<file path="src/sfwm_pkg.sv">
// ----------------------------------------------------------------------------
// sfwm_pkg
// types, codes and sizes shared by the servo fault/warning manager
// ----------------------------------------------------------------------------
package sfwm_pkg;

  // number of implemented warning flag bits (1 to 16 on this port width)
  localparam int unsigned WarnFlagBits = 16;
  // groups of eight display numbers covered by the fault mask (1 to 8)
  localparam int unsigned MaskGroups   = 8;
  localparam int unsigned MaskDisplays = MaskGroups * 8;

  localparam int unsigned FaultMaskW = 64;
  localparam int unsigned MaskIdxW   = $clog2(FaultMaskW);
  localparam int unsigned WarnOutW   = 16;
  localparam int unsigned CfgIdxW    = 1;

  typedef enum logic [1:0] {
    ST_NORMAL = 2'd0,
    ST_WARN   = 2'd1,
    ST_FAULT  = 2'd2,
    ST_BOTH   = 2'd3
  } status_e;

  typedef enum logic [1:0] {
    REQ_REPORT = 2'd0,
    REQ_CLEAR  = 2'd1,
    REQ_TICK   = 2'd2
  } req_type_e;

  typedef enum logic [1:0] {
    LVL_ONE  = 2'd0,
    LVL_TWO  = 2'd1,
    LVL_WARN = 2'd2
  } fault_level_e;

  typedef enum logic [CfgIdxW-1:0] {
    CFG_FAULT_MASK     = 1'd0,
    CFG_ALL_RESETTABLE = 1'd1
  } cfg_reg_e;

  typedef struct packed {
    logic [1:0] req_type;
    logic [1:0] fault_level;
    logic [3:0] fault_priority;
    logic [7:0] fault_display;
    logic [3:0] warn_index;
    logic       fault_resettable;
    logic       reset_request;
    logic       ctrl_reset_bit;
  } in_req_t;

  typedef struct packed {
    logic [1:0]          fault_state;
    logic                warn_out;
    logic                alarm_out;
    logic                shutdown_pulse;
    logic [7:0]          shown_code;
    logic [WarnOutW-1:0] warn_flags;
    logic                report_masked;
    logic                reset_done;
  } out_res_t;

  typedef struct packed {
    status_e                 status;
    logic [WarnFlagBits-1:0] warnings;
    logic [3:0]              priority_lvl;
    logic                    resettable;
    logic [7:0]              shown;
    logic                    last_ctrl;
    logic                    warn;
    logic                    alarm;
  } mgr_state_t;

  typedef struct packed {
    logic [FaultMaskW-1:0] fault_mask;
    logic                  all_resettable;
  } mgr_cfg_t;

endpackage

</file>
<file path="src/servo_fault_warning_manager.sv">
// ----------------------------------------------------------------------------
// servo_fault_warning_manager
// fault and warning state keeper of a servo drive
// ----------------------------------------------------------------------------
// usage
//   input channel in_valid_i / in_stall_o / in_data_i carries one request:
//   a fault or warning report, a warning clear, or a millisecond tick
//   every request gives exactly one result on out_valid_o / out_stall_i /
//   out_data_o, in request order
//   the result is valid in the cycle after the request is accepted
//   throughput: one request per cycle; the state update is a single pass of
//   compare-and-select logic between the request and the result register
//   when the receiver stalls, the result register holds its value and the
//   input stalls only while that register is full and not being drained
//   config port cfg_valid_i / cfg_ready_o writes fault_mask (index 0) or
//   all_resettable (index 1); it is always ready
//   reset clears the state to normal, all flags and config to zero, and
//   empties the result register; no clearing pass is needed
// ----------------------------------------------------------------------------
module servo_fault_warning_manager
  import sfwm_pkg::*;
(
  input  logic               clk_i,
  input  logic               rst_ni,
  // request channel
  input  logic               in_valid_i,
  output logic               in_stall_o,
  input  in_req_t            in_data_i,
  // result channel
  output logic               out_valid_o,
  input  logic               out_stall_i,
  output out_res_t           out_data_o,
  // configuration writes
  input  logic               cfg_valid_i,
  output logic               cfg_ready_o,
  input  logic [CfgIdxW-1:0] cfg_index_i,
  input  logic [63:0]        cfg_data_i
);

  mgr_state_t state_q, state_d;
  mgr_cfg_t   cfg_q;
  out_res_t   res_d, res_q;
  logic       out_valid_q;
  logic       in_accept;

  // result register can take a new request when empty or draining
  assign in_stall_o  = out_valid_q && out_stall_i;
  assign in_accept   = in_valid_i && !in_stall_o;
  assign cfg_ready_o = 1'b1;

  sfwm_step u_step (
    .state_i (state_q),
    .cfg_i   (cfg_q),
    .req_i   (in_data_i),
    .state_o (state_d),
    .res_o   (res_d)
  );

  // configuration registers
  always_ff @(posedge clk_i or negedge rst_ni) begin
    if (!rst_ni) begin
      cfg_q <= '0;
    end else if (cfg_valid_i && cfg_ready_o) begin
      unique case (cfg_reg_e'(cfg_index_i))
        CFG_FAULT_MASK:     cfg_q.fault_mask     <= cfg_data_i;
        CFG_ALL_RESETTABLE: cfg_q.all_resettable <= cfg_data_i[0];
        default:            ;
      endcase
    end
  end

  // manager state, updated once per accepted request
  always_ff @(posedge clk_i or negedge rst_ni) begin
    if (!rst_ni) begin
      state_q <= '0;
    end else if (in_accept) begin
      state_q <= state_d;
    end
  end

  // result register
  always_ff @(posedge clk_i or negedge rst_ni) begin
    if (!rst_ni) begin
      out_valid_q <= 1'b0;
    end else if (in_accept) begin
      out_valid_q <= 1'b1;
    end else if (!out_stall_i) begin
      out_valid_q <= 1'b0;
    end
  end

  always_ff @(posedge clk_i) begin
    if (in_accept) begin
      res_q <= res_d;
    end
  end

  assign out_valid_o = out_valid_q;
  assign out_data_o  = res_q;

  // the shown result always mirrors the stored state
  a_state_mirror : assert property (@(posedge clk_i) disable iff (!rst_ni)
    out_valid_q |-> (res_q.fault_state == state_q.status &&
                     res_q.shown_code == state_q.shown &&
                     res_q.warn_flags == WarnOutW'(state_q.warnings)))
    else $error("result does not match stored state");

  // a masked report neither shuts down nor resets
  a_masked_quiet : assert property (@(posedge clk_i) disable iff (!rst_ni)
    (out_valid_q && res_q.report_masked) |->
      (!res_q.shutdown_pulse && !res_q.reset_done))
    else $error("masked report had an effect");

  // a reset leaves normal state with a blank display
  a_reset_clean : assert property (@(posedge clk_i) disable iff (!rst_ni)
    (out_valid_q && res_q.reset_done) |->
      (res_q.fault_state == ST_NORMAL && res_q.shown_code == 8'd0))
    else $error("reset left residual fault state");

  // state changes only on an accepted request
  a_state_hold : assert property (@(posedge clk_i) disable iff (!rst_ni)
    !in_accept |=> $stable(state_q))
    else $error("state changed without a request");

  // a shutdown pulse always comes with a fault state
  a_shutdown_fault : assert property (@(posedge clk_i) disable iff (!rst_ni)
    (out_valid_q && res_q.shutdown_pulse) |-> res_q.fault_state[1])
    else $error("shutdown without fault state");

endmodule

</file>
<file path="src/sfwm_step.sv">
// ----------------------------------------------------------------------------
// sfwm_step
// next-state and result logic for one request of the fault manager
// ----------------------------------------------------------------------------
module sfwm_step
  import sfwm_pkg::*;
(
  input  mgr_state_t state_i,
  input  mgr_cfg_t   cfg_i,
  input  in_req_t    req_i,
  output mgr_state_t state_o,
  output out_res_t   res_o
);

  logic [WarnFlagBits-1:0] wbit;
  logic                    is_warn;
  logic                    is_lvl_one;
  logic                    masked;
  logic [MaskIdxW-1:0]     mask_idx;
  logic                    ctrl_edge;
  logic                    blocked;
  logic                    shutdown;
  logic                    done;
  status_e                 st_rec;

  assign is_warn    = (req_i.fault_level == LVL_WARN);
  assign is_lvl_one = (req_i.fault_level == LVL_ONE);
  assign wbit       = (32'(req_i.warn_index) < WarnFlagBits) ?
                      (WarnFlagBits'(1) << req_i.warn_index) : '0;
  assign mask_idx   = MaskIdxW'(req_i.fault_display - 8'd1);
  assign masked     = !is_warn && (req_i.fault_display != 8'd0) &&
                      (32'(req_i.fault_display) <= MaskDisplays) &&
                      cfg_i.fault_mask[mask_idx];
  assign ctrl_edge  = req_i.ctrl_reset_bit && !state_i.last_ctrl;

  // auto recovery when no warnings remain: warn -> normal, both -> fault
  always_comb begin
    st_rec = state_i.status;
    if (state_i.warnings == '0) begin
      if (state_i.status == ST_WARN) st_rec = ST_NORMAL;
      if (state_i.status == ST_BOTH) st_rec = ST_FAULT;
    end
  end

  assign blocked = !cfg_i.all_resettable && !state_i.resettable &&
                   (st_rec == ST_FAULT || st_rec == ST_BOTH);

  always_comb begin
    state_o  = state_i;
    shutdown = 1'b0;
    done     = 1'b0;
    unique case (req_i.req_type)
      REQ_REPORT: begin
        if (masked) begin
          // dropped
        end else if (state_i.status == ST_NORMAL || state_i.status == ST_WARN) begin
          if (is_warn) begin
            state_o.warnings = state_i.warnings | wbit;
            state_o.status   = ST_WARN;
          end else begin
            state_o.status       = (state_i.status == ST_NORMAL) ? ST_FAULT : ST_BOTH;
            state_o.priority_lvl = req_i.fault_priority;
            state_o.resettable   = req_i.fault_resettable;
            shutdown             = is_lvl_one;
          end
          state_o.shown = req_i.fault_display;
        end else begin
          if (req_i.fault_priority < state_i.priority_lvl) begin
            // more urgent report takes over the stored fault
            state_o.priority_lvl = req_i.fault_priority;
            state_o.resettable   = req_i.fault_resettable;
            state_o.shown        = req_i.fault_display;
            shutdown             = is_lvl_one;
          end else if (is_warn) begin
            state_o.status   = ST_BOTH;
            state_o.warnings = state_i.warnings | wbit;
          end
        end
      end
      REQ_CLEAR: begin
        if (state_i.shown == req_i.fault_display) state_o.shown = 8'd0;
        state_o.warnings = state_i.warnings & ~wbit;
      end
      REQ_TICK: begin
        state_o.warn  = state_i.status[0];
        state_o.alarm = state_i.status[1];
        if (state_i.status != ST_NORMAL) begin
          state_o.status = st_rec;
          if (!blocked && (req_i.reset_request || ctrl_edge)) begin
            state_o.status       = ST_NORMAL;
            state_o.priority_lvl = 4'd0;
            state_o.resettable   = 1'b0;
            state_o.shown        = 8'd0;
            done                 = 1'b1;
          end
        end
        state_o.last_ctrl = req_i.ctrl_reset_bit;
      end
      default: begin
        // unused request code leaves the state alone
      end
    endcase
  end

  always_comb begin
    res_o                = '0;
    res_o.fault_state    = state_o.status;
    res_o.warn_out       = state_o.warn;
    res_o.alarm_out      = state_o.alarm;
    res_o.shutdown_pulse = shutdown;
    res_o.shown_code     = state_o.shown;
    res_o.warn_flags     = WarnOutW'(state_o.warnings);
    res_o.report_masked  = (req_i.req_type == REQ_REPORT) && masked;
    res_o.reset_done     = done;
  end

endmodule

</file>
<file path="config.mk">
export PLATFORM = sky130hd
export DESIGN_NAME = servo_fault_warning_manager
export DESIGN_NICKNAME = d
export VERILOG_FILES = /design/src/sfwm_pkg.sv /design/src/servo_fault_warning_manager.sv /design/src/sfwm_step.sv
export SDC_FILE = /design/constraint.sdc
export NUM_CORES = 1
export LEC_CHECK = 0
export BUFFER_PORTS_ARGS = -buffer_cell sky130_fd_sc_hd__buf_2
export CORE_ASPECT_RATIO = 1.4
export CORE_MARGIN = 2
export CORE_UTILIZATION = 50
export DETAILED_ROUTE_END_ITERATION = 6
export PLACE_DENSITY = 0.77
export SLEW_MARGIN = 5
export SYNTH_ARGS = -nofsm -noshare
export SYNTH_HDL_FRONTEND = slang
export SYNTH_SLANG_ARGS = --single-unit
</file>
<file path="constraint.sdc">
create_clock -name clk_i -period 2.4 [get_ports clk_i]
set_input_delay 0.24 -clock clk_i [delete_from_list [all_inputs] [get_ports clk_i]]
set_output_delay 0.24 -clock clk_i [all_outputs]
set_load 0.05 [all_outputs]
</file>
### Word-level counts from Yosys, hierarchy flattened

Index checks and enable logic that the tools add are counted.

* flip-flop bits (word level): 131
* word-level logic and storage cells: 105

* equality and inequality tests: 14
* reductions and logical operators: 32
* bitwise operators: 5
* add/subtract/negate cells: 1
* mux-type cells: 30
* shift operators: 1
* magnitude comparators: 3

Operator list (number)
* $mux W31: 2
* $mux W13: 3
* $mux W18: 2
* $pmux W16 S2: 1
* $pmux W8 S3: 1
* $and A16 B16 Y16: 1
* $logic_not A16 Y1: 1
* $mux W16: 1
* $not A16 Y16: 1
* $or A16 B16 Y16: 1
* $shl A1 B4 Y16 const A: 1
* $mux W2: 7
* $eq A2 B2 Y1 const B: 5
* $logic_and A1 B1 Y1: 10
* $pmux W5 S2: 1
* $eq A8 B8 Y1: 1
* $le A8 B7 Y1 const B: 1
* $mux W1: 8
* $mux W8: 1
* $reduce_and A2 Y1: 4
* $reduce_bool A8 Y1: 1
* $lt A6 B7 Y1 const B: 1
* $reduce_and A7 Y1: 1
* $bmux W1 S6: 1
* other kinds (15): 29

### Longest topological paths before layout

Gate-level depths: netlist of run 1.

* depth after elaboration: 12
* gate-level depth with buffers: 13
* mapped depth without buffers: 9

### Cells and area by module

A second synthesis of run 1 with hierarchy kept.

* cell total of the unflattened synthesis: 470
* area total of the unflattened synthesis: 6488.7 µm²

Modules (own cells, without submodules)
* servo_fault_warning_manager: area an instance 4713.3 µm², cells an instance 247, sequential area each 3433.3 µm², instances 1
* sfwm_step: area an instance 1775.5 µm², cells an instance 223, sequential area each 0.0 µm², instances 1

### Least setup slack after synthesis of run 1

OpenSTA, ideal clock, no wires.

* kind: input-to-reg
* start: input in_data_i[7] (netlist bit)
* end: register res_q (netlist bit out_data_o[26]), data pin
* arrival: 3.454 ns
* path buffers: 5
* slack: -1.203 ns
* setup time: 0.149 ns
* stages on the path: 13
* path through: buf_2 > buf_2 > inv_1 > ha_1 > clkbuf_1 > buf_1 > mux4_2 > mux2i_1 > o22ai_1 > or3_4 > a211oi_4 > buf_6 > nor3b_2

* longest elaborated chain between the ends: 5
* elaborated cells between the ends (all ways): 9
* classes of those cells: add/sub (1); order compare (1); mux (2); reduce/logical (5)

Ends and longest elaborated chain
* from (decl): RTL line servo_fault_warning_manager.sv:28 `input in_req_t in_data_i,`
* $sub A6 B1 Y6 / $reduce_bool A8 Y1 (equally long branches): RTL line sfwm_step.sv:30, sfwm_step.sv:31
* $bmux W1 S6 / $logic_and A1 B1 Y1 (equally long branches): RTL line sfwm_step.sv:33, sfwm_step.sv:31
* $mux W1 (implied by the code) / $logic_and A1 B1 Y1 (equally long branches): RTL line sfwm_step.sv:33, sfwm_step.sv:31
* $logic_and A1 B1 Y1 *: RTL line sfwm_step.sv:32 `(32'(req_i.fault_display) <= MaskDisplays) &&`
* $reduce_or A2 Y1 (no line) *
* to (signal assigned): RTL line servo_fault_warning_manager.sv:94 `res_q <= res_d;`
* to (decl): RTL line servo_fault_warning_manager.sv:42 `out_res_t res_d, res_q;`

Mark *: on every way between the ends. The rest lies on a longest branch, timed or not. The select of a mux whose other input is x is not followed.
A chain may end at the register's enable or synchronous reset.

==> qor.tcl, run 1 <==
set qor(final_max_slew_viol_count) 0
set qor(clock-sinks) 131
set qor(timing.hold.worst.class) {in -> reg}
set qor(synth-main-ff-cell) {sky130_fd_sc_hd__dfrtp_1}
set qor(floorplan.die_area_um2) 13230
set qor(maxCapViolCount) 0
set qor(end_kind) {register}
set qor(worst-setup-path-type) {in -> reg}
set qor(floorplan.core_area_um2) 12190
set qor(worst_path_largest_cell_delay_ns) 0.52
set qor(yosys.area_share.xor_xnor_pct) 1.829
set qor(cts_made_buffers) 17
set qor(port_buffer_count) 125
set qor(synth_top_family_by_area) {multiplexers}
set qor(fillerInstances) 933
set qor(synth_sequential_area_ratio_pct) 55.77
set qor(worst_clock_skew_ns) 0.006384
set qor(num_rows) 48
set qor(core_utilization_of_the_finished_layout_pct) 65.63
set qor(failed_checks) {negative setup slack}
set qor(root_buffer) {sky130_fd_sc_hd__clkbuf_16}
set qor(grt_first_pass_wirelength_um) 23540
set qor(antenna_found_initial) 0
set qor(cp_cell_sequence) {buf_8 > inv_6 > ha_4 > xor2_4 > mux4_2 > mux2_4 > a31o_1 > or3_4 > a211oi_4 > buf_6 > buf_12 > a22o_1}
set qor(finalCritPeriodShare_pct) 105.5
set qor(postLayoutSetupSlackWorst_ns) -0.1321
set qor(globalplace.congestion) 0.8924
set qor(worst_pin_slew_ns) 0.7033
set qor(clock_insertion_delay_worst_skew_ns) 0.41
set qor(cp_slowest_cell) {sky130_fd_sc_hd__mux4_2}
set qor(met2RoutedLength_um) 7959
set qor(dp_hpwl_um) 10670
set qor(route.final.wire_length_um) 14740
set qor(area_delta_synth_final_pct) 29.98
set qor(globalRouteOverflowTotal) 0
set qor(vdd_ir_drop_max_v) 0.0005583
set qor(cts_tree) {built}
set qor(synthesis.nets) 570
set qor(grt_max_degree) 65
set qor(final_layout_size_suffix_gt1_share_pct) 46.25
set qor(status) {finished with violations}
set qor(mostFrequentLayoutCell) {sky130_fd_sc_hd__buf_2}
set qor(max_slew_headroom_pct) 53.11
set qor(synth.cell_area_um2) 6156
set qor(async_flop_share_pct) 76.34
set qor(yosys.area_share.adder_pct) 0.8130
set qor(via_count_of_the_first_global_routing_pass) 4759
set qor(die-height_um) 135.3
set qor(drt-vias-per-instance) 5.672
set qor(post_drt_antenna_nets) 0
set qor(routed_wire_length_per_instance_um) 18.36
set qor(initialDrtViolationCount) 215
set qor(htree_levels) 4
set qor(yosys_register_bits) 131
set qor(design.portCount) 127
set qor(synth_compound_gate_area_share_pct) 12.60
set qor(drc) 0
set qor(grt.total_usage_pct) 23.01
set qor(final_cell_mix) {sky130_fd_sc_hd__buf_2 (122), sky130_fd_sc_hd__dfrtp_1 (100), sky130_fd_sc_hd__o21ai_0 (70)}
set qor(route.vias.total) 4555
set qor(initial_core_utilization_pct) 50.49
set qor(max_freq_ghz) 0.3949
set qor(synth-edff-count) 31
set qor(ys_warn_count) 0
set qor(rsz0062_at_grt) {yes}
set qor(syn_area_per_cell_um2) 13.01
set qor(yosysUniqueCellTypes) 60
set qor(synth_mux_area_share_pct) 19.23
set qor(pwr_density_cell_nw_per_um2) 871.5
set qor(clkTransAtPathRegs_ns) 0.06
set qor(route.met3.wl_um) 994
set qor(power.leakage_nw) 3.472
set qor(cp.required_ns) 2.68
set qor(top_layer_used) {met4}
set qor(detailed_router_iteration_count_before_antenna_repair) 5
set qor(final_period_minus_worst_setup_slack_ns) 2.532
set qor(p_total_mw) 6.973
set qor(antenna_cells_inserted) 0
set qor(timing.final.hold_violations) 0
set qor(setup_violations) 23
set qor(clk_path_buf_depth) 2
set qor(startpoint_type) {primary input}
set qor(wl_met1_um) 5170
set qor(floorplan.die.width_um) 97.78
set qor(critPathMaxFanout) 8
set qor(finalNetCount) 737
set qor(cp_data_arrival_time_ns) 2.81
set qor(synthCells) 473
set qor(synth_simple_gate_area_share_pct) 7.622
-- flip-flops by register name (all words and copies together) (netlist names) --
register     count
cfg_q           65
out_data_o      31
out_valid_o      1
state_q         34
-- area by class of cell --
type,count,area [µm²],share of cell area (%)
sequential,131,3433,42.91
multi-input combinational,314,2673,33.40
timing repair buffer,167,1027,12.84
clock buffer,19,464.2,5.801
tap,150,187.7,2.346
clock inverter,13,177.7,2.220
inverter,9,38.79,0.4848
-- layer usage --
| metal | vias up | GRT usage (%) |
|---|---|---|
| li1 | 2122 | - |
| met1 | 2205 | 24.83 |
| met2 | 187 | 40.96 |
| met3 | 41 | 6.760 |
| met4 | 0 | 11.73 |
| met5 | - | 0 |
-- power by group --
part	internal (mW)	leakage (nW)	switching (mW)	total, mW
Clock	1.82	0.318	0.954	2.78
Sequential	2.62	1.53	0.187	2.81
Combinational	0.675	1.62	0.714	1.39
-- synthesized netlist by cell type, drive strengths merged (2+ instances only) --
cell type / n / share of area [%]
dfrtp: 100 / 41
o21ai: 71 / 5.8
mux2: 69 / 13
edfxtp: 31 / 15
nand2: 21 / 1.3
a22o: 13 / 1.8
mux4: 13 / 4.8
clkbuf: 12 / 0.73
mux2i: 11 / 1.8
nor2: 11 / 0.67
nand2b: 10 / 1.0
nand3: 10 / 0.81
a32o: 8 / 1.3
inv: 8 / 0.49
nor2b: 8 / 0.81
xnor2: 8 / 1.1
buf: 7 / 0.79
ha: 4 / 0.81
nor4: 4 / 0.41
xor2: 4 / 0.69
a211oi: 3 / 0.57
a31o: 3 / 0.43
and3: 3 / 0.30
nand4: 3 / 0.30
nor3: 3 / 0.24
nor3b: 3 / 0.45
or2: 3 / 0.30
or3: 3 / 0.39
a21oi: 2 / 0.16
o21a: 2 / 0.24
o311ai: 2 / 0.28
or4: 2 / 0.24
-- per-stage QoR --
step	instance area (µm²)	TNS [ns]	hold WS (ns)	worst slack, ns	std cells
finish	8001	-1.915	0.03496	-0.1321	803
global route	8001	-3.970	0.03536	-0.2072	803
CTS	7970	-1.203	0.03035	-0.09602	803
detailed placement	7202	-14.50	0.3284	-0.6216	763
global placement	7202	-14.07	0.3146	-0.6013	763
floorplan	6211	-13.42	-0.05559	-0.6818	473
-- worst max-delay path: cells and delay by family --
kind                     cells  cell delay [ns]
multiplexers                 2             0.79
AO/OA/AOI/OAI                3             0.56
buffers and inverters        4             0.42
AND/OR/NAND/NOR              1             0.38
XOR/XNOR                     1             0.24
adder cells (fa/ha/maj)      1             0.16
-- logic make-up (layout without fill, tap and decap cells) --
group	count (synthesis)	after routing
flops	131	131
xor+xnor	12	12
simple gates	87	87
buf+inv	28	208
fa+ha+maj	4	4
compound gates	117	117
mux	93	93
other cells	1	1
-- path summary, 6_finish.rpt --
check	startpoint	to	slack [ns]	cells after the start
max reg2reg	cfg_q[25]$_DFFE_PN0P_	out_data_o[20]$_DFFE_PP_	-0.07	8
min reg2reg	state_q[0]$_DFFE_PN0P_	state_q[0]$_DFFE_PN0P_	0.49	2
max	in_data_i[7]	out_data_o[20]$_DFFE_PP_	-0.13	12
max in group asynchronous	rst_ni	cfg_q[63]$_DFFE_PN0P_	1.26	3
min	in_valid_i	out_valid_o$_DFFE_PN0P_	0.03	2
min in group asynchronous	rst_ni	state_q[26]$_DFFE_PN0P_	0.43	2
-- what timing repair did --
action                                 in CTS  in global routing
buffers inserted                            6                  0
pin swaps                                  10                  4
resized for setup                          12                  7
endpoints found under the hold margin      52                  0
hold buffers                                1                  0
setup endpoints to repair                  35                 33
gates cloned                                1                  0
Note: power is estimated with default switching activity, not from simulation.
==> run 2: changes to the inputs <==
--- a/config.mk
+++ b/config.mk
@@ -9,6 +9,7 @@
 export CORE_ASPECT_RATIO = 1.4
 export CORE_MARGIN = 2
 export CORE_UTILIZATION = 50
+export CTS_BUF_LIST = sky130_fd_sc_hd__clkbuf_16
 export DETAILED_ROUTE_END_ITERATION = 6
 export PLACE_DENSITY = 0.77
 export SLEW_MARGIN = 5
==> run 2 against run 1 <==
  * Die area did not move
  * Register-to-register slack is essentially flat
  * Non-clock buffer count stayed put
  * The flow still finishes with violations (negative setup slack)
==> qor.tcl, run 2 (same netlist as run 1, synthesis figures left out) <==
set qor(detailed_router_iteration_count_before_antenna_repair) 5 ;# unchanged
set qor(cp_cell_sequence) {buf_8 > inv_6 > ha_4 > xor2_4 > mux4_2 > mux2_4 > a31o_1 > or3_4 > a211oi_4 > buf_6 > buf_12 > a22o_1} ;# unchanged
set qor(routed_wire_length_per_instance_um) 18.31 ;# was 18.36 µm
set qor(worst-setup-path-type) {in -> reg} ;# unchanged
set qor(root_buffer) {sky130_fd_sc_hd__clkbuf_16} ;# unchanged
set qor(final_period_minus_worst_setup_slack_ns) 2.541 ;# was 2.532 ns
set qor(power.leakage_nw) 3.469 ;# was 3.472 nW
set qor(cp.required_ns) 2.67 ;# was 2.68 ns
set qor(min_to) {out_valid_o$_DFFE_PN0P_} ;# unchanged
set qor(dp_hpwl_um) 10670 ;# unchanged
set qor(num_rows) 48 ;# unchanged
set qor(worst_pin_slew_ns) 0.6963 ;# was 0.7033 ns
set qor(status) {finished with violations} ;# unchanged
set qor(antenna_cells_inserted) 0 ;# unchanged
set qor(floorplan.die.width_um) 97.78 ;# unchanged
set qor(cts_made_buffers) 17 ;# unchanged
set qor(crit_family) {multiplexers} ;# unchanged
set qor(maxCapViolCount) 0 ;# unchanged
set qor(rsz0062_at_grt) {yes} ;# unchanged
set qor(core_utilization_of_the_finished_layout_pct) 65.55 ;# was 65.63%
set qor(max_freq_ghz) 0.3936 ;# was 0.3949 GHz
set qor(port_buffer_count) 125 ;# unchanged
set qor(clock_insertion_delay_worst_skew_ns) 0.41 ;# about the same
set qor(worst_clock_skew_ns) 0.005515 ;# was 0.006384 ns
set qor(worstReg2RegEnd) {out_data_o[22]$_DFFE_PP_} ;# was out_data_o[20]$_DFFE_PP_
set qor(cp_data_arrival_time_ns) 2.81 ;# about the same
set qor(design.portCount) 127 ;# unchanged
set qor(die-height_um) 135.3 ;# unchanged
set qor(cp_slowest_cell) {sky130_fd_sc_hd__mux4_2} ;# unchanged
set qor(drc) 0 ;# unchanged
set qor(place.detailed.instances) 763 ;# unchanged
set qor(globalplace.congestion) 0.8924 ;# unchanged
set qor(worst_path_largest_cell_delay_ns) 0.52 ;# about the same
set qor(timing.hold.ws_ns) 0.03934 ;# was 0.03496 ns
set qor(initialDrtViolationCount) 212 ;# was 215
set qor(route.final.wire_length_um) 14700 ;# was 14740 µm
set qor(cp.buffers_inverters) 4 ;# unchanged
set qor(startpoint_type) {primary input} ;# unchanged
set qor(area_delta_synth_final_pct) 29.82 ;# was 29.98%
set qor(timing.hold.worst.class) {in -> reg} ;# unchanged
set qor(clk_path_buf_depth) 2 ;# unchanged
set qor(worst-r2r-setup-slack_ns) -0.08 ;# was -0.07 ns
set qor(grt_max_degree) 65 ;# unchanged
set qor(cts_tree) {built} ;# unchanged
set qor(whs_path_depth) 2 ;# unchanged
set qor(grt.total_usage_pct) 23.06 ;# was 23.01%
set qor(largest_register) {cfg_q} ;# unchanged
set qor(mostFrequentLayoutCell) {sky130_fd_sc_hd__buf_2} ;# unchanged
set qor(failed_checks) {negative setup slack} ;# unchanged
set qor(post_drt_antenna_nets) 0 ;# unchanged
set qor(setup_total_negative_slack_ns) -2.090 ;# was -1.915 ns
set qor(hold_sp) {in_valid_i} ;# unchanged
set qor(finalNetCount) 737 ;# unchanged
set qor(vdd_ir_drop_max_v) 0.0005481 ;# was 0.0005583 V
set qor(drt-vias-per-instance) 5.685 ;# was 5.672
set qor(floorplan.die_area_um2) 13230 ;# unchanged
set qor(antenna_found_initial) 0 ;# unchanged
set qor(flip_flop_count_of_the_largest_register_all_copies_and_words_added) 65 ;# unchanged
set qor(final_layout_size_suffix_gt1_share_pct) 46.25 ;# unchanged
set qor(finalCritPeriodShare_pct) 105.9 ;# was 105.5%
set qor(pwr_density_cell_nw_per_um2) 868.8 ;# was 871.5 nW/µm²
set qor(max_slew_headroom_pct) 53.58 ;# was 53.11%
set qor(setup_violations) 23 ;# unchanged
set qor(postLayoutSetupSlackWorst_ns) -0.1405 ;# was -0.1321 ns
set qor(final_cell_mix) {sky130_fd_sc_hd__buf_2 (122), sky130_fd_sc_hd__dfrtp_1 (100), sky130_fd_sc_hd__o21ai_0 (70)} ;# unchanged
set qor(globalRouteOverflowTotal) 0 ;# unchanged
set qor(critPathMaxFanout) 8 ;# unchanged
set qor(rr_worst_depth) 8 ;# unchanged
set qor(fillerInstances) 936 ;# was 933
set qor(clock-sinks) 131 ;# unchanged
set qor(grt_first_pass_wirelength_um) 23580 ;# was 23540 µm
set qor(via_count_of_the_first_global_routing_pass) 4746 ;# was 4759
set qor(floorplan.core_area_um2) 12190 ;# unchanged
set qor(end_kind) {register} ;# unchanged
set qor(htree_levels) 4 ;# unchanged
set qor(timing.final.hold_violations) 0 ;# unchanged
set qor(final_max_slew_viol_count) 0 ;# unchanged
set qor(clkTransAtPathRegs_ns) 0.06 ;# about the same
set qor(finish.cell_count_without_fillers) 803 ;# unchanged
set qor(route.vias.total) 4565 ;# was 4555
set qor(initial_core_utilization_pct) 50.49 ;# unchanged
set qor(critical_register_to_register_path_startpoint) {cfg_q[29]$_DFFE_PN0P_} ;# was cfg_q[25]$_DFFE_PN0P_
-- run 2: power breakdown --
group	total (mW)	internal [mW]	switching [mW]
combinational	1.39	0.675	0.719
sequential	2.81	2.62	0.188
clock	2.74	1.79	0.949
total	6.94	5.09	1.86
-- run 2: per-layer routing --
metal / part of all wire (%) / global-route usage (%) / up-vias
met2: 54 / 41.23 / 187
met3: 6.6 / 6.760 / 35
met5: 0 / 0 / -
met4: 3.7 / 11.50 / 0
met1: 35 / 24.86 / 2218
li1: - / - / 2125
-- run 2: area by class of cell --
class | count | area [µm²] | share of cell area [%]
sequential | 131 | 3433 | 42.96
clock inverter | 14 | 181.4 | 2.270
inverter | 9 | 38.79 | 0.4854
timing repair buffer | 167 | 1027 | 12.85
multi-input combinational | 314 | 2673 | 33.44
tap | 150 | 187.7 | 2.349
clock buffer | 18 | 450.4 | 5.636
-- run 2: what timing repair did --
| action | in CTS | in global routing |
|---|---|---|
| hold endpoints to repair | 52 | 0 |
| pin swaps | 10 | 4 |
| setup buffers | 6 | 0 |
| resized for setup | 12 | 7 |
| cloned | 1 | 0 |
| setup endpoints to repair | 35 | 33 |
| hold buffers | 1 | 0 |
-- run 2: worst max path at each step --
stage	startpoint	cells after the start	end
floorplan	in_data_i[7]	12	out_data_o[26]$_SDFFCE_PP0P_
global placement	in_data_i[8]	11	out_data_o[19]$_DFFE_PP_
detailed placement	in_data_i[8]	12	out_data_o[22]$_DFFE_PP_
CTS	in_data_i[7]	12	out_data_o[22]$_DFFE_PP_
global route	in_data_i[7]	12	out_data_o[22]$_DFFE_PP_
finish	in_data_i[7]	12	out_data_o[22]$_DFFE_PP_
-- run 2: worst reg2reg max path, stage by stage, from the launching register on --
cell and delay [ns]:
sky130_fd_sc_hd__dfrtp_1 0.39, sky130_fd_sc_hd__mux4_2 0.46, sky130_fd_sc_hd__mux2_4 0.27, sky130_fd_sc_hd__a31o_1 0.20, sky130_fd_sc_hd__or3_4 0.38, sky130_fd_sc_hd__a211oi_4 0.23
sky130_fd_sc_hd__buf_6 0.16, sky130_fd_sc_hd__buf_12 0.12, sky130_fd_sc_hd__a22o_1 0.14
-- run 2: stage by stage --
| stage | setup WS (ns) | instance area [µm²] | power (mW) |
|---|---|---|---|
| finish | -0.1405 | 7991 | 6.943 |
| global route | -0.2070 | 7991 | 7.236 |
| CTS | -0.09534 | 7960 | 6.968 |
| detailed placement | -0.6216 | 7202 | 4.159 |
| global placement | -0.6013 | 7202 | 4.095 |
| floorplan | -0.6818 | 6211 | 3.724 |
==> run 3: changes to the inputs <==
--- a/config.mk
+++ b/config.mk
@@ -5,13 +5,13 @@
 export SDC_FILE = /design/constraint.sdc
 export NUM_CORES = 1
 export LEC_CHECK = 0
-export BUFFER_PORTS_ARGS = -buffer_cell sky130_fd_sc_hd__buf_2
 export CORE_ASPECT_RATIO = 1.4
 export CORE_MARGIN = 2
-export CORE_UTILIZATION = 50
+export CORE_UTILIZATION = 57
 export CTS_BUF_LIST = sky130_fd_sc_hd__clkbuf_16
 export DETAILED_ROUTE_END_ITERATION = 6
-export PLACE_DENSITY = 0.77
+export DONT_BUFFER_PORTS = 1
+export PLACE_DENSITY = 0.75
 export SLEW_MARGIN = 5
 export SYNTH_ARGS = -nofsm -noshare
 export SYNTH_HDL_FRONTEND = slang
==> run 3 against run 2 <==
  * The run ends with negative hold slack, negative setup slack left
  * Global-route usage grew 5.2 points
  * Sequential power grew 6%
  * Die area is 12% lower
  * Clock power barely moved
  * Clock skew rose by 0.0031 ns
  * Sequential share of layout area fell by 0.054 points
  * Worst setup slack lost 0.035 ns
  * Sequential cell count unchanged
  * Highest routed layer unchanged
==> qor.tcl, run 3 (same netlist as run 1, synthesis figures left out) <==
set qor(route.final.wire_length_um) 15570 ;# was 14700 µm
set qor(antenna_found_initial) 0 ;# unchanged
set qor(final_cell_area_um2) 8001 ;# was 7991 µm²
set qor(rsz0062_at_grt) {yes} ;# unchanged
set qor(setup_violations) 24 ;# was 23
set qor(final_max_slew_viol_count) 0 ;# unchanged
set qor(worst_path_largest_cell_delay_ns) 0.49 ;# was 0.52 ns
set qor(routed_wire_length_per_instance_um) 21.25 ;# was 18.31 µm
set qor(mostFrequentLayoutCell) {sky130_fd_sc_hd__dfrtp_1} ;# was sky130_fd_sc_hd__buf_2
set qor(design.portCount) 127 ;# unchanged
set qor(grt.total_usage_pct) 28.29 ;# was 23.06%
set qor(clk_path_buf_depth) 2 ;# unchanged
set qor(clock-sinks) 131 ;# unchanged
set qor(status) {finished with violations} ;# unchanged
set qor(switching_share_of_total_power_pct) 26.88 ;# was 26.73%
set qor(power.leakage_nw) 3.227 ;# was 3.469 nW
set qor(cp_slowest_cell) {sky130_fd_sc_hd__mux4_2} ;# unchanged
set qor(cts_made_buffers) 17 ;# unchanged
set qor(timing.hold.ws_ns) -0.4739 ;# was 0.03934 ns
set qor(total_switching_power_mw) 1.848 ;# was 1.855 mW
set qor(share_seq_of_total_power_pct) 43.5 ;# was 40.4%
set qor(die-height_um) 127.0 ;# was 135.3 µm
set qor(grt_first_pass_wirelength_um) 25120 ;# was 23580 µm
set qor(detailed_router_iteration_count_before_antenna_repair) 5 ;# unchanged
set qor(postPlaceCellArea_um2) 6511 ;# was 7202 µm²
set qor(finalCritPeriodShare_pct) 107.3 ;# was 105.9%
set qor(fillerInstances) 629 ;# was 936
set qor(globalplace.congestion) 0.9993 ;# was 0.8924
set qor(num_rows) 44 ;# was 48
set qor(floorplan.core_area_um2) 10460 ;# was 12190 µm²
set qor(antenna_cells_inserted) 0 ;# unchanged
set qor(max_freq_ghz) 0.3882 ;# was 0.3936 GHz
set qor(internal_power_summed_over_all_cells_mw) 5.028 ;# was 5.087 mW
set qor(area_delta_synth_final_pct) 29.98 ;# was 29.82%
set qor(end_kind) {register} ;# unchanged
set qor(route.vias.total) 4411 ;# was 4565
set qor(largest_register) {cfg_q} ;# unchanged
set qor(initial_core_utilization_pct) 58.85 ;# was 50.49%
set qor(timing.hold.worst.class) {in -> async} ;# was in -> reg
set qor(final_layout_size_suffix_gt1_share_pct) 27.23 ;# was 46.25%
set qor(via_count_of_the_first_global_routing_pass) 4834 ;# was 4746
set qor(clkTransAtPathRegs_ns) 0.06 ;# about the same
set qor(clock_insertion_delay_worst_skew_ns) 0.41 ;# about the same
set qor(max_slew_headroom_pct) 60.59 ;# was 53.58%
set qor(setup_total_negative_slack_ns) -3.112 ;# was -2.090 ns
set qor(combinationalPowerShare_pct) 17.1 ;# was 20.1%
set qor(startpoint_type) {register} ;# was primary input
set qor(critPathMaxFanout) 8 ;# unchanged
set qor(failed_checks) {negative hold slack, negative setup slack} ;# was negative setup slack
set qor(final_period_minus_worst_setup_slack_ns) 2.576 ;# was 2.541 ns
set qor(cts_tree) {built} ;# unchanged
set qor(cp.required_ns) 2.75 ;# was 2.67 ns
set qor(clock_power_share_pct) 39.4 ;# was 39.5%
set qor(drt-vias-per-instance) 6.018 ;# was 5.685
set qor(globalRouteOverflowTotal) 0 ;# unchanged
set qor(flip_flop_count_of_the_largest_register_all_copies_and_words_added) 65 ;# unchanged
set qor(core_utilization_of_the_finished_layout_pct) 76.50 ;# was 65.55%
set qor(pwr_density_cell_nw_per_um2) 859.3 ;# was 868.8 nW/µm²
set qor(worst_pin_slew_ns) 0.5890 ;# was 0.6963 ns
set qor(p_total_mw) 6.876 ;# was 6.943 mW
set qor(vdd_ir_drop_max_v) 0.0005836 ;# was 0.0005481 V
set qor(worst-r2r-setup-slack_ns) -0.18 ;# was -0.08 ns
set qor(root_buffer) {sky130_fd_sc_hd__clkbuf_16} ;# unchanged
set qor(htree_levels) 4 ;# unchanged
set qor(maxCapViolCount) 0 ;# unchanged
set qor(cp_data_arrival_time_ns) 2.92 ;# was 2.81 ns
set qor(worst_clock_skew_ns) 0.008622 ;# was 0.005515 ns
set qor(finalNetCount) 679 ;# was 737
set qor(timing.final.hold_violations) 100 ;# was 0
set qor(postLayoutSetupSlackWorst_ns) -0.1760 ;# was -0.1405 ns
set qor(initialDrtViolationCount) 344 ;# was 212
set qor(drc) 0 ;# unchanged
set qor(floorplan.die_area_um2) 11660 ;# was 13230 µm²
set qor(worst-setup-path-type) {reg -> reg} ;# was in -> reg
set qor(grt_max_degree) 101 ;# was 65
set qor(dp_hpwl_um) 9216 ;# was 10670 µm
set qor(final_cell_mix) {sky130_fd_sc_hd__dfrtp_1 (100), sky130_fd_sc_hd__dlygate4sd3_1 (79), sky130_fd_sc_hd__o21ai_0 (70)} ;# was sky130_fd_sc_hd__buf_2 (122), sky130_fd_sc_hd__dfrtp_1 (100), sky130_fd_sc_hd__o21ai_0 (70)
set qor(post_drt_antenna_nets) 0 ;# unchanged
set qor(floorplan.die.width_um) 91.83 ;# was 97.78 µm
set qor(cp_cell_sequence) {mux4_2 > mux2_4 > a31o_1 > or3_4 > a211oi_4 > buf_6 > buf_16 > a32o_1} ;# was buf_8 > inv_6 > ha_4 > xor2_4 > mux4_2 > mux2_4 > a31o_1 > or3_4 > a211oi_4 > buf_6 > buf_12 > a22o_1
set qor(port_buffer_count) 0 ;# was 125
==> run 3: cell types whose count changed in the layout (fill, tap and decap cells not counted), sizes merged <==
cell / before / now
buf: 166 / 30
dlygate4sd3: 1 / 79
inv: 11 / 12
clkbuf: 18 / 17
==> run 3: critical path, delay by kind of cell, from the launching register on <==
kind / cells / cell delay [ns]
mux: 2 / 0.78
flops: 1 / 0.42
compound gates: 3 / 0.67
buf+inv: 2 / 0.27
simple gates: 1 / 0.38
==> run 3: metal layers <==
metal	routed length, µm	track usage [%]	vias to the layer above
li1	-	-	2009
met1	5591	30.90	2183
met2	8621	51.90	176
met3	885	6.888	43
met4	475	12.03	0
met5	0	0	-
==> run 3: final timing paths <==
path | depth (start not counted) | start | to
min in group clk_i | 1 | in_data_i[8] | state_q[4]$_DFFE_PN0P_
worst max-delay path | 8 | cfg_q[32]$_DFFE_PN0P_ | state_q[3]$_DFFE_PN0P_
worst min register to register | 2 | state_q[0]$_DFFE_PN0P_ | state_q[0]$_DFFE_PN0P_
worst max register to register | 8 | cfg_q[32]$_DFFE_PN0P_ | state_q[3]$_DFFE_PN0P_
worst min-delay path | 0 | rst_ni | state_q[16]$_DFFE_PN0P_
max in group asynchronous | 0 | rst_ni | state_q[26]$_DFFE_PN0P_
==> run 3: area by class of cell <==
type                    count  area (µm²)  share of cell area (%)
clock buffers              17       425.4                   5.317
clock inverters            15       186.4                   2.330
inverters                   9       36.28                  0.4535
multi-input cells         314        2654                   33.17
flip-flops and latches    131        3433                   42.91
well taps                 138       172.7                   2.158
repair buffers            109        1094                   13.67
==> run 3: what timing repair did <==
item / in CTS / in global routing
hold buffers: 77 / 2
pin swaps: 5 / 7
hold endpoints to repair: 177 / 101
setup endpoints to repair: 24 / 30
cloned: 1 / 0
resized for setup: 3 / 8
buffers inserted: 3 / 0
==> run 3: per-stage QoR <==
stage / hold slack [ns] / cells / setup WS [ns]
after floorplan: -0.05559 / 473 / -0.6818
after global placement: -0.05067 / 618 / -0.4458
after detailed placement: -0.05189 / 618 / -0.5240
after CTS: -0.4871 / 731 / -0.09050
after global routing: -0.4915 / 733 / -0.2512
final: -0.4739 / 733 / -0.1760
==> run 3: power groups by stage <==
stage / clock [mW] / combinational (mW) / sequential (mW)
finish: 2.71 / 1.18 / 2.99
global route: 2.82 / 1.27 / 3.03
global placement: 0 / 0.955 / 2.99
detailed placement: 0 / 0.994 / 3.01
CTS: 2.70 / 1.14 / 2.97
floorplan: 0 / 0.771 / 2.95
